`config.mk`:
```
export PLATFORM = sky130hd
export DESIGN_NAME = json_string_escaper
export DESIGN_NICKNAME = d
export VERILOG_FILES = /design/src/rtl/jse_pkg.sv /design/src/rtl/json_string_escaper.sv /design/src/rtl/jse_front.sv /design/src/rtl/jse_queue.sv /design/src/rtl/jse_back.sv
export SDC_FILE = /design/constraint.sdc
export NUM_CORES = 1
export LEC_CHECK = 0
export BUFFER_PORTS_ARGS = -buffer_cell sky130_fd_sc_hd__buf_2
export CAP_MARGIN = 20
export CORE_UTILIZATION = 40
export DETAILED_ROUTE_END_ITERATION = 10
export PLACE_DENSITY = 0.67
export SYNTH_ARGS = -nofsm -noshare
export SYNTH_HDL_FRONTEND = slang
export SYNTH_SLANG_ARGS = --single-unit
export TNS_END_PERCENT = 1
```
`constraint.sdc`:
```
create_clock -name clk -period 9.31 [get_ports clk]
set_input_delay 0 -clock clk [delete_from_list [all_inputs] [get_ports clk]]
set_output_delay 0 -clock clk [all_outputs]
set_load 0.01 [all_outputs]
```
`src/rtl/jse_pkg.sv`:
```
package jse_pkg;

	// Configuration register indexes
	localparam logic CFG_REPLACE = 1'b0;
	localparam logic CFG_RAW     = 1'b1;

	// Characters
	localparam logic [7:0] CH_QUOTE  = 8'h22;
	localparam logic [7:0] CH_BSLASH = 8'h5C;
	localparam logic [7:0] CH_SLASH  = 8'h2F;
	localparam logic [7:0] CH_QMARK  = 8'h3F;
	localparam logic [7:0] CH_U      = 8'h75;
	localparam logic [7:0] CH_B      = 8'h62;
	localparam logic [7:0] CH_F      = 8'h66;
	localparam logic [7:0] CH_N      = 8'h6E;
	localparam logic [7:0] CH_R      = 8'h72;
	localparam logic [7:0] CH_T      = 8'h74;
	localparam logic [7:0] CH_NUL    = 8'h00;

	// Control bytes with a short escape
	localparam logic [7:0] BY_BS = 8'h08;
	localparam logic [7:0] BY_HT = 8'h09;
	localparam logic [7:0] BY_LF = 8'h0A;
	localparam logic [7:0] BY_FF = 8'h0C;
	localparam logic [7:0] BY_CR = 8'h0D;

	// Kind of the middle part of an item's output
	typedef enum logic [2:0] {
		BODY_NONE,
		BODY_CHAR,
		BODY_PAIR,
		BODY_HEX,
		BODY_RAW
	} body_kind_t;

	// Classified item: open quote, '?' run, body, close quote, error result.
	// body_start/body_end/total are positions in the item's result list.
	typedef struct packed {
		logic             open;
		logic [2:0]       body_start;
		logic [3:0]       body_end;
		logic [3:0]       total;
		logic             err;
		body_kind_t       kind;
		logic [2:0]       cnt;      // hex digits or raw byte count
		logic [3:0][7:0]  bytes;
		logic [20:0]      cp;
	} item_desc_t;

	// Queue handshake between front and back
	typedef struct packed {
		logic full;
		logic head_valid;
	} q_status_t;

	function automatic logic [7:0] hex_char(input logic [3:0] n);
		logic [7:0] c;
		if (n < 4'd10) begin
			c = 8'h30 + {4'd0, n};
		end else begin
			c = 8'h37 + {4'd0, n};
		end
		return c;
	endfunction

endpackage

```
`src/rtl/json_string_escaper.sv`:
```
// Channel  | Handshake                  | Payload
// ---------+----------------------------+-------------------------------------
// input    | in_valid / in_stall        | data_byte, end_of_string, empty_string
// output   | out_valid / out_stall      | out_char, last, string_error
// config   | cfg_we, cfg_index          | cfg_data
//
// The front classifies one byte per cycle, unless the input is stalled, into
// an item descriptor; the back sends one character per cycle, unless the
// output is stalled, from a two-entry queue of descriptors. An item has up to
// 9 results, sent in order; the input stalls only while the queue holds two
// items. An item's first result passes the queue, then the output register.
// Reset clears string state, configuration, queue and output valid.
module json_string_escaper import jse_pkg::*; (
	input  logic        clk,
	input  logic        arst_n,
	input  logic        cfg_we,
	input  logic        cfg_index,
	input  logic        cfg_data,
	input  logic        in_valid,
	output logic        in_stall,
	input  logic [7:0]  data_byte,
	input  logic        end_of_string,
	input  logic        empty_string,
	output logic        out_valid,
	input  logic        out_stall,
	output logic [7:0]  out_char,
	output logic        last,
	output logic        string_error
);

	item_desc_t push_desc, head;
	q_status_t  status;
	logic       push, pop, accept;

	assign in_stall = status.full;
	assign accept   = in_valid && !in_stall;

	jse_front u_front (
		.clk           (clk),
		.arst_n        (arst_n),
		.cfg_we        (cfg_we),
		.cfg_index     (cfg_index),
		.cfg_data      (cfg_data),
		.accept        (accept),
		.data_byte     (data_byte),
		.end_of_string (end_of_string),
		.empty_string  (empty_string),
		.push          (push),
		.desc          (push_desc)
	);

	jse_queue u_queue (
		.clk       (clk),
		.arst_n    (arst_n),
		.push      (push),
		.push_desc (push_desc),
		.pop       (pop),
		.head      (head),
		.status    (status)
	);

	jse_back u_back (
		.clk          (clk),
		.arst_n       (arst_n),
		.head         (head),
		.status       (status),
		.pop          (pop),
		.out_stall    (out_stall),
		.out_valid    (out_valid),
		.out_char     (out_char),
		.last         (last),
		.string_error (string_error)
	);

endmodule

```
`src/rtl/jse_front.sv`:
```
module jse_front import jse_pkg::*; (
	input  logic        clk,
	input  logic        arst_n,
	input  logic        cfg_we,
	input  logic        cfg_index,
	input  logic        cfg_data,
	input  logic        accept,
	input  logic [7:0]  data_byte,
	input  logic        end_of_string,
	input  logic        empty_string,
	output logic        push,
	output item_desc_t  desc
);

	logic        replace_q, raw_q;
	logic        inside_q, discard_q;
	logic [7:0]  pend_q [3];
	logic [1:0]  pcnt_q;
	logic [2:0]  elen_q;
	logic [20:0] cp_q;

	logic        n_inside, n_discard;
	logic [1:0]  n_pcnt;
	logic [2:0]  n_elen;
	logic [20:0] n_cp;
	logic [2:0]  pend_we;
	logic        emit;

	// Classify one item and work out the next string state
	always_comb begin
		logic        ends, failed, handled, close, in_rng;
		logic [1:0]  pc;
		logic [2:0]  nq;
		logic [7:0]  lo, hi;
		logic [20:0] cpx;
		logic [3:0]  body_len;
		ends      = end_of_string | empty_string;
		failed    = 1'b0;
		handled   = 1'b0;
		close     = 1'b0;
		in_rng    = 1'b0;
		nq        = 3'd0;
		lo        = 8'h80;
		hi        = 8'hBF;
		cpx       = cp_q;
		body_len  = 4'd0;
		pc        = inside_q ? pcnt_q : 2'd0;
		n_inside  = inside_q;
		n_discard = discard_q;
		n_pcnt    = pcnt_q;
		n_elen    = elen_q;
		n_cp      = cp_q;
		pend_we   = 3'b000;
		emit      = 1'b0;
		desc      = '0;
		desc.kind = BODY_NONE;
		desc.open = !inside_q;
		desc.cnt  = 3'd4;
		desc.bytes[0] = data_byte;

		if (discard_q) begin
			// rejected string: swallow items up to its end
			if (ends) begin
				n_discard = 1'b0;
				n_inside  = 1'b0;
				n_pcnt    = 2'd0;
			end
		end else begin
			if (!empty_string) begin
				// continuation of a pending sequence
				if (pc != 2'd0) begin
					if (pc == 2'd1) begin
						case (pend_q[0])
							8'hE0:   lo = 8'hA0;
							8'hED:   hi = 8'h9F;
							8'hF0:   lo = 8'h90;
							8'hF4:   hi = 8'h8F;
							default: ;
						endcase
					end
					in_rng = (data_byte >= lo) && (data_byte <= hi);
					if (in_rng) begin
						handled = 1'b1;
						cpx     = {cp_q[14:0], data_byte[5:0]};
						n_cp    = cpx;
						if ({1'b0, pc} + 3'd1 >= elen_q) begin
							desc.cp       = cpx;
							desc.bytes[0] = pend_q[0];
							desc.bytes[1] = pend_q[1];
							desc.bytes[2] = pend_q[2];
							desc.bytes[pc] = data_byte;
							if (raw_q) begin
								desc.kind = BODY_RAW;
								desc.cnt  = {1'b0, pc} + 3'd1;
							end else begin
								desc.kind = BODY_HEX;
								desc.cnt  = cpx[20] ? 3'd6 : ((|cpx[19:16]) ? 3'd5 : 3'd4);
							end
							pc = 2'd0;
						end else begin
							pend_we = 3'b001 << pc;
							pc      = pc + 2'd1;
						end
					end else begin
						// broken sequence: flush what was buffered
						if (replace_q) begin
							nq = {1'b0, pc};
						end else begin
							failed = 1'b1;
						end
						pc = 2'd0;
					end
				end

				// fresh byte
				if (!handled && !failed) begin
					case (data_byte)
						BY_BS: begin desc.kind = BODY_PAIR; desc.bytes[0] = CH_B; end
						BY_FF: begin desc.kind = BODY_PAIR; desc.bytes[0] = CH_F; end
						BY_LF: begin desc.kind = BODY_PAIR; desc.bytes[0] = CH_N; end
						BY_CR: begin desc.kind = BODY_PAIR; desc.bytes[0] = CH_R; end
						BY_HT: begin desc.kind = BODY_PAIR; desc.bytes[0] = CH_T; end
						CH_SLASH, CH_QUOTE, CH_BSLASH: begin
							desc.kind = BODY_PAIR;
						end
						default: begin
							if (data_byte < 8'd32) begin
								if (replace_q) nq = nq + 3'd1;
								else failed = 1'b1;
							end else if (data_byte <= 8'd127) begin
								desc.kind = BODY_CHAR;
							end else if (data_byte >= 8'hC2 && data_byte <= 8'hDF) begin
								n_elen = 3'd2; n_cp = {16'd0, data_byte[4:0]};
								pend_we = 3'b001; pc = 2'd1;
							end else if (data_byte >= 8'hE0 && data_byte <= 8'hEF) begin
								n_elen = 3'd3; n_cp = {17'd0, data_byte[3:0]};
								pend_we = 3'b001; pc = 2'd1;
							end else if (data_byte >= 8'hF0 && data_byte <= 8'hF4) begin
								n_elen = 3'd4; n_cp = {18'd0, data_byte[2:0]};
								pend_we = 3'b001; pc = 2'd1;
							end else begin
								if (replace_q) nq = nq + 3'd1;
								else failed = 1'b1;
							end
						end
					endcase
				end
			end

			// end of string: flush a truncated sequence, then close
			if (!failed && ends) begin
				if (pc != 2'd0) begin
					if (replace_q) nq = nq + {1'b0, pc};
					else failed = 1'b1;
				end
				pc    = 2'd0;
				close = !failed;
			end

			if (ends || failed) begin
				n_inside = 1'b0;
				n_pcnt   = 2'd0;
			end else begin
				n_inside = 1'b1;
				n_pcnt   = pc;
			end
			if (failed && !ends) n_discard = 1'b1;
			if (failed) pend_we = 3'b000;

			// result list layout
			case (desc.kind)
				BODY_CHAR: body_len = 4'd1;
				BODY_PAIR: body_len = 4'd2;
				BODY_HEX:  body_len = 4'd2 + {1'b0, desc.cnt};
				BODY_RAW:  body_len = {1'b0, desc.cnt};
				default:   body_len = 4'd0;
			endcase
			desc.err        = failed;
			desc.body_start = {2'd0, desc.open} + nq;
			desc.body_end   = {1'b0, desc.body_start} + body_len;
			desc.total      = desc.body_end + {3'd0, close} + {3'd0, failed};
			emit = desc.total != 4'd0;
		end
	end

	assign push = accept && emit;

	// Configuration registers
	always_ff @(posedge clk or negedge arst_n) begin
		if (!arst_n) begin
			replace_q <= 1'b0;
			raw_q     <= 1'b0;
		end else if (cfg_we) begin
			if (cfg_index == CFG_REPLACE) replace_q <= cfg_data;
			if (cfg_index == CFG_RAW)     raw_q     <= cfg_data;
		end
	end

	// String state
	always_ff @(posedge clk or negedge arst_n) begin
		if (!arst_n) begin
			inside_q  <= 1'b0;
			discard_q <= 1'b0;
			pcnt_q    <= 2'd0;
			elen_q    <= 3'd0;
			cp_q      <= '0;
		end else if (accept) begin
			inside_q  <= n_inside;
			discard_q <= n_discard;
			pcnt_q    <= n_pcnt;
			elen_q    <= n_elen;
			cp_q      <= n_cp;
		end
	end

	// Buffered sequence bytes
	always_ff @(posedge clk) begin
		for (int i = 0; i < 3; i++) begin
			if (accept && pend_we[i]) pend_q[i] <= data_byte;
		end
	end

endmodule

```
`src/rtl/jse_queue.sv`:
```
module jse_queue import jse_pkg::*; (
	input  logic        clk,
	input  logic        arst_n,
	input  logic        push,
	input  item_desc_t  push_desc,
	input  logic        pop,
	output item_desc_t  head,
	output q_status_t   status
);

	item_desc_t  mem_q [2];
	logic        wr_q, rd_q;
	logic [1:0]  cnt_q;

	assign head              = mem_q[rd_q];
	assign status.full       = cnt_q == 2'd2;
	assign status.head_valid = cnt_q != 2'd0;

	// Pointers and fill count
	always_ff @(posedge clk or negedge arst_n) begin
		if (!arst_n) begin
			wr_q  <= 1'b0;
			rd_q  <= 1'b0;
			cnt_q <= 2'd0;
		end else begin
			if (push) wr_q <= !wr_q;
			if (pop)  rd_q <= !rd_q;
			case ({push, pop})
				2'b10:   cnt_q <= cnt_q + 2'd1;
				2'b01:   cnt_q <= cnt_q - 2'd1;
				default: ;
			endcase
		end
	end

	// Entry storage
	always_ff @(posedge clk) begin
		if (push) mem_q[wr_q] <= push_desc;
	end

endmodule

```
`src/rtl/jse_back.sv`:
```
module jse_back import jse_pkg::*; (
	input  logic        clk,
	input  logic        arst_n,
	input  item_desc_t  head,
	input  q_status_t   status,
	output logic        pop,
	input  logic        out_stall,
	output logic        out_valid,
	output logic [7:0]  out_char,
	output logic        last,
	output logic        string_error
);

	logic [3:0] pos_q;
	logic       out_valid_q, last_q, err_q;
	logic [7:0] char_q;
	logic       load, fin, is_err;
	logic [7:0] ch;

	assign load = status.head_valid && (!out_valid_q || !out_stall);
	assign fin  = pos_q == head.total - 4'd1;
	assign pop  = load && fin;

	// Character at the current position of the head item
	always_comb begin
		logic [2:0] j;
		logic [2:0] k;
		logic [3:0] nib;
		j      = 3'(pos_q - {1'b0, head.body_start});
		k      = 3'(head.cnt + 3'd1 - j);
		nib    = 4'd0;
		ch     = CH_QUOTE;
		is_err = 1'b0;
		case (k)
			3'd0:    nib = head.cp[3:0];
			3'd1:    nib = head.cp[7:4];
			3'd2:    nib = head.cp[11:8];
			3'd3:    nib = head.cp[15:12];
			3'd4:    nib = head.cp[19:16];
			3'd5:    nib = {3'd0, head.cp[20]};
			default: nib = 4'd0;
		endcase
		if (pos_q < {1'b0, head.body_start}) begin
			ch = (pos_q == 4'd0 && head.open) ? CH_QUOTE : CH_QMARK;
		end else if (pos_q < head.body_end) begin
			unique case (head.kind)
				BODY_CHAR: ch = head.bytes[0];
				BODY_PAIR: ch = (j == 3'd0) ? CH_BSLASH : head.bytes[0];
				BODY_RAW:  ch = head.bytes[j[1:0]];
				BODY_HEX: begin
					if (j == 3'd0)      ch = CH_BSLASH;
					else if (j == 3'd1) ch = CH_U;
					else                ch = hex_char(nib);
				end
				default:   ch = CH_QUOTE;
			endcase
		end else if (head.err && fin) begin
			ch     = CH_NUL;
			is_err = 1'b1;
		end
	end

	// Position within the head item
	always_ff @(posedge clk or negedge arst_n) begin
		if (!arst_n) begin
			pos_q <= 4'd0;
		end else if (load) begin
			pos_q <= fin ? 4'd0 : pos_q + 4'd1;
		end
	end

	// Output register
	always_ff @(posedge clk or negedge arst_n) begin
		if (!arst_n) begin
			out_valid_q <= 1'b0;
		end else if (load) begin
			out_valid_q <= 1'b1;
		end else if (!out_stall) begin
			out_valid_q <= 1'b0;
		end
	end

	always_ff @(posedge clk) begin
		if (load) begin
			char_q <= ch;
			last_q <= fin;
			err_q  <= is_err;
		end
	end

	assign out_valid    = out_valid_q;
	assign out_char     = char_q;
	assign last         = last_q;
	assign string_error = err_q;

endmodule

```
**After elaboration in Yosys (flattened, before gate mapping)**

Memories as Yosys holds them, arrays and structs flattened.
Cells that the tools add are included.

- Shift-type cells: 1
- Bitwise operators: 7
- Reduce and logical (&&, ||, !) cells: 47
- Eq/ne operators: 33
- Order comparisons: 17
- $add $sub $neg: 18
- Mux-type cells: 150
- Div/mod/pow operators: 0
- $mul: 0

Operators with widths:

| cell | count |
|---|---|
| 59-bit two-way mux | 5 |
| 21-bit two-way mux | 9 |
| 8-bit two-way mux | 17 |
| 3-bit two-way mux | 39 |
| 71-bit two-way mux | 1 |
| 1-bit two-way mux | 46 |
| 8-bit by 4-bit equality test with 1-bit output (second input constant) | 5 |
| 8-bit one-hot mux with 5 select lines | 1 |
| 2-bit two-way mux | 18 |
| 32-bit bitwise mux | 1 |
| 8-bit equality test (second input constant) | 4 |
| 8-bit one-hot mux with 4 select lines | 1 |
| 8-bit >= comparator (second input constant) | 3 |
| 8-bit <= comparator (second input constant) | 3 |
| 4-bit one-hot mux with 6 select lines | 1 |
| 6-bit one-hot mux with 2 select lines | 2 |
| 3-bit by 2-bit equality test with 1-bit output (second input constant) | 6 |
| 1-bit logical AND | 17 |
| 8-bit binary-select mux with 2-bit select | 1 |
| 8-bit demux with 2-bit select | 1 |
| 8-bit by 6-bit equality test with 1-bit output (second input constant) | 2 |
| 4-bit one-hot mux with 4 select lines | 1 |
| 6-bit by 4-bit adder with 7-bit output (first input constant) | 2 |
| 3-bit by 1-bit equality test with 1-bit output (second input constant) | 4 |
| other kinds (49) | 83 |

- Input bits: 17
- Bits in read-only memories: 0
- Register bits: 49
- Word-level logic and storage cells: 290
- Output and inout port bits: 12
- Bits in latches: 0
- Memories kept: 2
- Memory bits (writable): 168

Memories:

| memory | depth | bits a word | rd ports | clocked after Yosys merged registers in | wr ports | RTL line | text |
|---|---|---|---|---|---|---|---|
| u_queue.mem_q | 2 | 72 | 1 | 0 | 1 | jse_queue.sv:11 | `item_desc_t mem_q [2];` |
| u_front.pend_q | 3 | 8 | 3 | 0 | 3 | jse_front.sv:17 | `logic [7:0] pend_q [3];` |

**Logic depth before layout (Yosys ltp)**

An unclocked memory read counts as a cell.

- Depth in word-level cells: 38
- Depth in mapped cells: 32
- Mapped depth without buffers: 31

**Cells and area by module**

From an unflattened synthesis, not the netlist that was laid out.

- Cell total of the unflattened synthesis: 824
- Area total of the unflattened synthesis: 11154.4 µm²

By module, submodules not included:

| module | sequential area each (µm²) | cells an instance | instances | area each (µm²) |
|---|---|---|---|---|
| jse_queue | 4424.2 | 240 | 1 | 5731.7 |
| jse_front | 1321.3 | 404 | 1 | 3644.7 |
| jse_back | 425.4 | 179 | 1 | 1764.2 |
| json_string_escaper | 0.0 | 1 | 1 | 13.8 |

**Least setup slack after synthesis**

OpenSTA, ideal clock, no wires.

- Path kind: register to register
- Start point: register u_front.inside_q
- End point: memory u_queue.mem_q[0][0] in the netlist's numbering (enable)
- Slack: -0.086 ns
- Data arrival time: 8.894 ns
- Library setup time: 0.503 ns
- Buffers on the path: 1
- Stages on the path, launching flop included: 25
- Clock period less this slack: 9.396 ns
- Required time: 8.807 ns
- Cells stage by stage: dfrtp_1 > nand2_1 > inv_1 > ha_1 > clkbuf_1 > nand3_1 > nor4_1 > ha_1 > nand4bb_1 > o211ai_2 > nand4b_2 > a21o_1 > or2b_1 > or4_1 > o21ai_1 > ha_1 > fa_1 > mux2_1 > ha_1 > ha_1 > a21o_1 > a21oi_1 > xnor3_1 > a311o_1 > nor2_1

- Longest elaborated chain between the ends: 37
- Elaborated cells between the ends (all ways): 110
- Those cells by class: add/sub: 9; order compare: 3; eq/ne: 5; mux: 81; reduce/logical: 12

RTL lines:

| item | RTL line | text |
|---|---|---|
| start, declared | jse_front.sv:16 | `logic inside_q, discard_q;` |
| start signal, assigned | jse_front.sv:208 | `inside_q <= n_inside;` |
| 2-bit two-way mux | jse_front.sv:47 | `pc = inside_q ? pcnt_q : 2'd0;` |
| 2-bit by 1-bit equality test with 1-bit output | jse_front.sv:72 | `if (pc == 2'd1) begin` |
| 8-bit two-way mux | jse_front.sv:72 |  |
| 8-bit two-way mux | jse_front.sv:71 | `if (pc != 2'd0) begin` |
| 8-bit two-way mux | jse_front.sv:69 | `if (!empty_string) begin` |
| 8-bit two-way mux | jse_front.sv:61 | `if (discard_q) begin` |
| 8-bit >= comparator or 8-bit <= comparator (tied branches) | jse_front.sv:81 | `in_rng = (data_byte >= lo) && (data_byte <= hi);` |
| 1-bit logical AND | jse_front.sv:81 |  |
| (+21 left out) | -- |  |
| 3-bit by 4-bit adder with 4-bit output | jse_front.sv:180 | `desc.body_end = {1'b0, desc.body_start} + body_len;` |
| 4-bit by 1-bit adder with 4-bit output | jse_front.sv:181 | `desc.total = desc.body_end + {3'd0, close} + {3'd0, failed};` |
| 4-bit by 1-bit adder with 4-bit output (*) | jse_front.sv:181 |  |
| 4-bit nonzero test (*) | jse_front.sv:182 | `emit = desc.total != 4'd0;` |
| 1-bit two-way mux (*) | jse_front.sv:61 |  |
| 1-bit logical AND (*) | jse_front.sv:186 | `assign push = accept && emit;` |
| 1-bit two-way mux (*) | jse_queue.sv:38 | `if (push) mem_q[wr_q] <= push_desc;` |
| 1-bit two-way mux (implied by the code) (*) | jse_queue.sv:38 |  |
| end, declared | jse_queue.sv:11 |  |

Every way passes the cells marked *; elsewhere a longest branch is shown, timed or not. The select of a mux whose other input is x is not followed.

**Worst setup path in the final report**

- Start point: register u_front.inside_q
- End point: memory u_queue.mem_q[0][44] in the netlist's numbering (enable)

Same word-level chain as after synthesis.

==> summary.md <==
| Metric | Value |
|---|---|
| Outcome | `completed` |
| Post-CTS sizing | `0` |
| Met3 usage | `2.31%` |
| Pwr/cell area | `332 mW/mm^2` |
| Setup Skew | `0.00936 ns` |
| Port bufs | `28` |
| Final Power | `3940 uW` |
| Net switching power figure | `1450 uW` |
| DRC | `0` |
| Sw Ratio | `36.9%` |
| Skew-Pair Late Insertion Delay | `0.50 ns` |
| Sequential area share after synthesis | `58.4%` |
| Post-synthesis async set-or-reset flop share | `15.6%` |
| Fin crit share | `84.7%` |
| Reg power frac | `35.4%` |
| Max_slew headroom | `35.0%` |
| Peak VDD IR | `215 uV` |
| Distinct cells, synth | `81` |
| CTS H-tree lvls | `1` |
| Setup TNS | `0 ns` |
| Crit path cell chain | `nand2_1, inv_1, ha_1, nand3_1, nor4_1, ha_1, nand4bb_1, o211ai_2, nand4b_2, a21o_1, or2b_1, or4_1, o21ai_1, ha_1, fa_1, mux2_1, ha_1, ha_1, a21o_1, a21oi_1, xnor3_1, a311o_1, nor2_4, buf_4` |
| Worst Tran Pin Value | `0.976 ns` |
| Slew Viols, Final | `0` |
| Largest cells by area after synthesis | `edfxtp_1 (51%), dfrtp_1 (7.8%), mux2i_1 (4.6%)` |
| Diodes inserted | `0` |
| Final hold vios | `0` |
| CP Max Fanout | `29` |
| DP HPWL | `16000 um` |
| Chip Width | `164 um` |
| DRT iter0 DRCs | `614` |
| Mapped Cells | `817` |
| Post-CTS Setup Bufs | `0` |
| # IOs | `29` |
| CP endpoint kind | `flop` |
| CP startpoint kind | `flop` |
| Final setup viols | `0` |
| Met2 GRT Util | `28.1%` |
| Fraction of layout cells with a size suffix above 1 | `14.8%` |
| Core region area | `0.0260 sq mm` |
| Clock power frac | `21.4%` |
| Top FF cell, synth | `edfxtp_1` |
| Critical Path RT | `9.47 ns` |
| RSZ-0062 raised after global routing | `no` |
| Ys Warns | `0` |
| First-pass GRT wire length | `36600 um` |
| Arrival time at the worst endpoint | `8.04 ns` |
| Fin nets | `908` |
| Worst-path clk slew | `0.06 ns` |
| Global route overflow | `0` |
| P_leak | `0.00445 uW` |
| Antenna violations before repair | `0` |
| Post-layout util | `45.7%` |
| CTS Buf Count | `22` |
| Avg Synthesized Cell Area | `12.9 sq um` |
| Cell row count | `59` |
| Logic pwr share | `43.2%` |
| Worst setup path startpoint | `u_front.inside_q$_DFFE_PN0P_` |
| Mapped cell area | `0.0106 sq mm` |
| Most common cell after layout, fill and taps aside | `edfxtp_1` |
| Max cap viols | `0` |
| GRT Util Overall | `17.7%` |
| Cell taking the most area after synthesis | `edfxtp_1` |
| Worst min-delay path class | `input pin to async pin` |
| Buffer levels on the longest clock path | `3` |
| CTS tree | `yes` |
| 1st-pass router iterations | `5` |
| P&R area growth vs syn | `12.4%` |
| Fmax | `0.127 GHz` |
| Synth top area share | `50.6%` |
| Root buffer cell | `clkbuf_16` |
| Tmin final | `7.88 ns` |
| Max stage delay on crit path | `0.59 ns` |
| Yosys reg bits | `211` |
| Met1 GRT Util | `25.4%` |
| Slowest cell on crit path | `ha_1` |
| Vias in the first global route | `6543` |
| Starting density of the core | `40.6%` |
| Clock Sinks | `211` |
| Wirelength per Cell | `19.6 um` |
| Worst path most repeated cell | `ha_1` |
| Fillers | `2330` |
| Crit path kind | `flop to flop` |
| Total Wirelength | `23600 um` |
| P_int | `2490 uW` |
| Die ar. | `0.0271 sq mm` |
| Largest net degree at the start of global routing | `73` |
| Via count | `6705` |
| Worst r2r src | `u_front.inside_q$_DFFE_PN0P_` |
| Chip Height | `164 um` |
| Via-to-Cell Ratio | `5.56` |
| Post-synth EDFFs | `178` |
| Commonest cells after routing, fill and taps aside | `edfxtp_1 (178), nand2_1 (68), nor2_1 (62)` |
| GPL Wtd Cong | `0.824` |
| GR peak layer | `met2` |
| Antenna Nets Post-Route | `0` |
-- layer usage --
metal | vias up | wire length [um]
met1 | 3308 | 10900
met2 | 193 | 10900
met3 | 35 | 1250
met4 | 0 | 507
li1 | 3169 | -
met5 | - | 0
-- power by group through the flow --
stage | logic (uW) | clock network (uW) | registers, uW
after floorplan | 1310 | 0 | 1400
after global placement | 1690 | 0 | 1410
after detailed placement | 1700 | 0 | 1410
after CTS | 1720 | 858 | 1400
after global routing | 1870 | 894 | 1420
final | 1710 | 843 | 1400
-- critical path, delay by kind of cell, from the launching register on --
kind                     cells  cell delay (ns)
AO/OA/AOI/OAI                6             1.23
XOR/XNOR                     1             0.46
adder cells (fa/ha/maj)      6             2.14
buffers and inverters        2             0.70
flip-flops                   1             0.39
multiplexers                 1             0.30
AND/OR/NAND/NOR              8             2.28
-- Yosys cell counts (3+ instances only) --
master / count
a211oi_1: 15
a21o_1: 9
a21oi_1: 45
a22o_1: 4
a22oi_1: 3
a31oi_1: 3
and2_1: 9
and3_1: 24
buf_1: 3
buf_2: 7
buf_4: 4
clkbuf_1: 25
dfrtp_1: 33
edfxtp_1: 178
fa_1: 4
ha_1: 33
inv_1: 22
mux2_2: 13
mux2i_1: 48
mux4_2: 17
nand2_1: 68
nand2b_1: 13
nand3_1: 7
nor2_1: 64
nor2b_1: 16
nor3_1: 16
nor4_1: 8
o21a_1: 3
o21ai_0: 19
o21ai_1: 3
o221ai_1: 3
o22ai_1: 12
or2_2: 3
or3_1: 6
xnor2_1: 9
xor2_1: 8
-- logic make-up (layout without fill, tap and decap cells) --
family / Yosys count / in the layout / share of synthesized area [%]
compound gates: 145 / 145 / 9.56
xor+xnor: 19 / 19 / 1.85
fa+ha+maj: 37 / 37 / 4.67
buf+inv: 64 / 116 / 2.68
flops: 211 / 211 / 58.4
mux: 84 / 84 / 10.4
other cells: 1 / 2 / 0.0355
simple gates: 256 / 256 / 12.4
-- cell type report --
class	count	area [sq um]	share of cell area [%]
timing repair buffer	54	378	3.18
clock inverter	12	90.1	0.759
inverter	22	82.6	0.696
sequential	211	6170	52.0
tap	335	419	3.53
multi-input combinational	543	4120	34.7
clock buffer	28	604	5.09
-- metrics by stage --
| stage | worst slack [ns] | hold slack [ns] | cell area, sq um | std cells |
|---|---|---|---|---|
| after floorplan | -0.0864 | -0.296 | 10600 | 818 |
| after global placement | 1.72 | 0.144 | 11000 | 1147 |
| after detailed placement | 1.42 | 0.147 | 11000 | 1148 |
| after CTS | 1.39 | 0.161 | 11900 | 1205 |
| after global routing | 1.01 | 0.213 | 11900 | 1205 |
| final | 1.43 | 0.136 | 11900 | 1205 |
-- flip-flops by register name, indices dropped and copies added (netlist names) --
name	cells
u_queue.mem_q	144
u_front.pend_q	24
u_front.cp_q	15
u_back.out_char	8
u_back.pos_q	4
u_front.elen_q	3
u_front.pcnt_q	2
u_queue.cnt_q	2
u_back.last	1
u_back.out_valid	1
u_back.string_error	1
u_front.discard_q	1
u_front.inside_q	1
u_front.raw_q	1
u_front.replace_q	1
u_queue.rd_q	1
u_queue.wr_q	1
-- what timing repair did --
item | 4_1_cts | 5_1_grt
hold buffers | 17 | 0
endpoints found under the hold margin | 65 | 0
setup endpoints to repair | 0 | 0
-- path summary, 6_finish.rpt --
check,cells past startpoint,endpoint,slack [ns]
max in group asynchronous,2,u_queue.rd_q$_DFFE_PN0P_,8.57
min in group clk,2,u_queue.mem_q[1][54]$_DFFE_PP_,0.21
worst min register to register,2,u_back.out_valid$_DFFE_PN0P_,0.48
worst min-delay path,2,u_back.pos_q[0]$_DFFE_PN0P_,0.14
worst max register to register,24,u_queue.mem_q[0][44]$_DFFE_PP_,1.43
worst max-delay path,24,u_queue.mem_q[0][44]$_DFFE_PP_,1.43
Power figures use the tool's default switching activity.
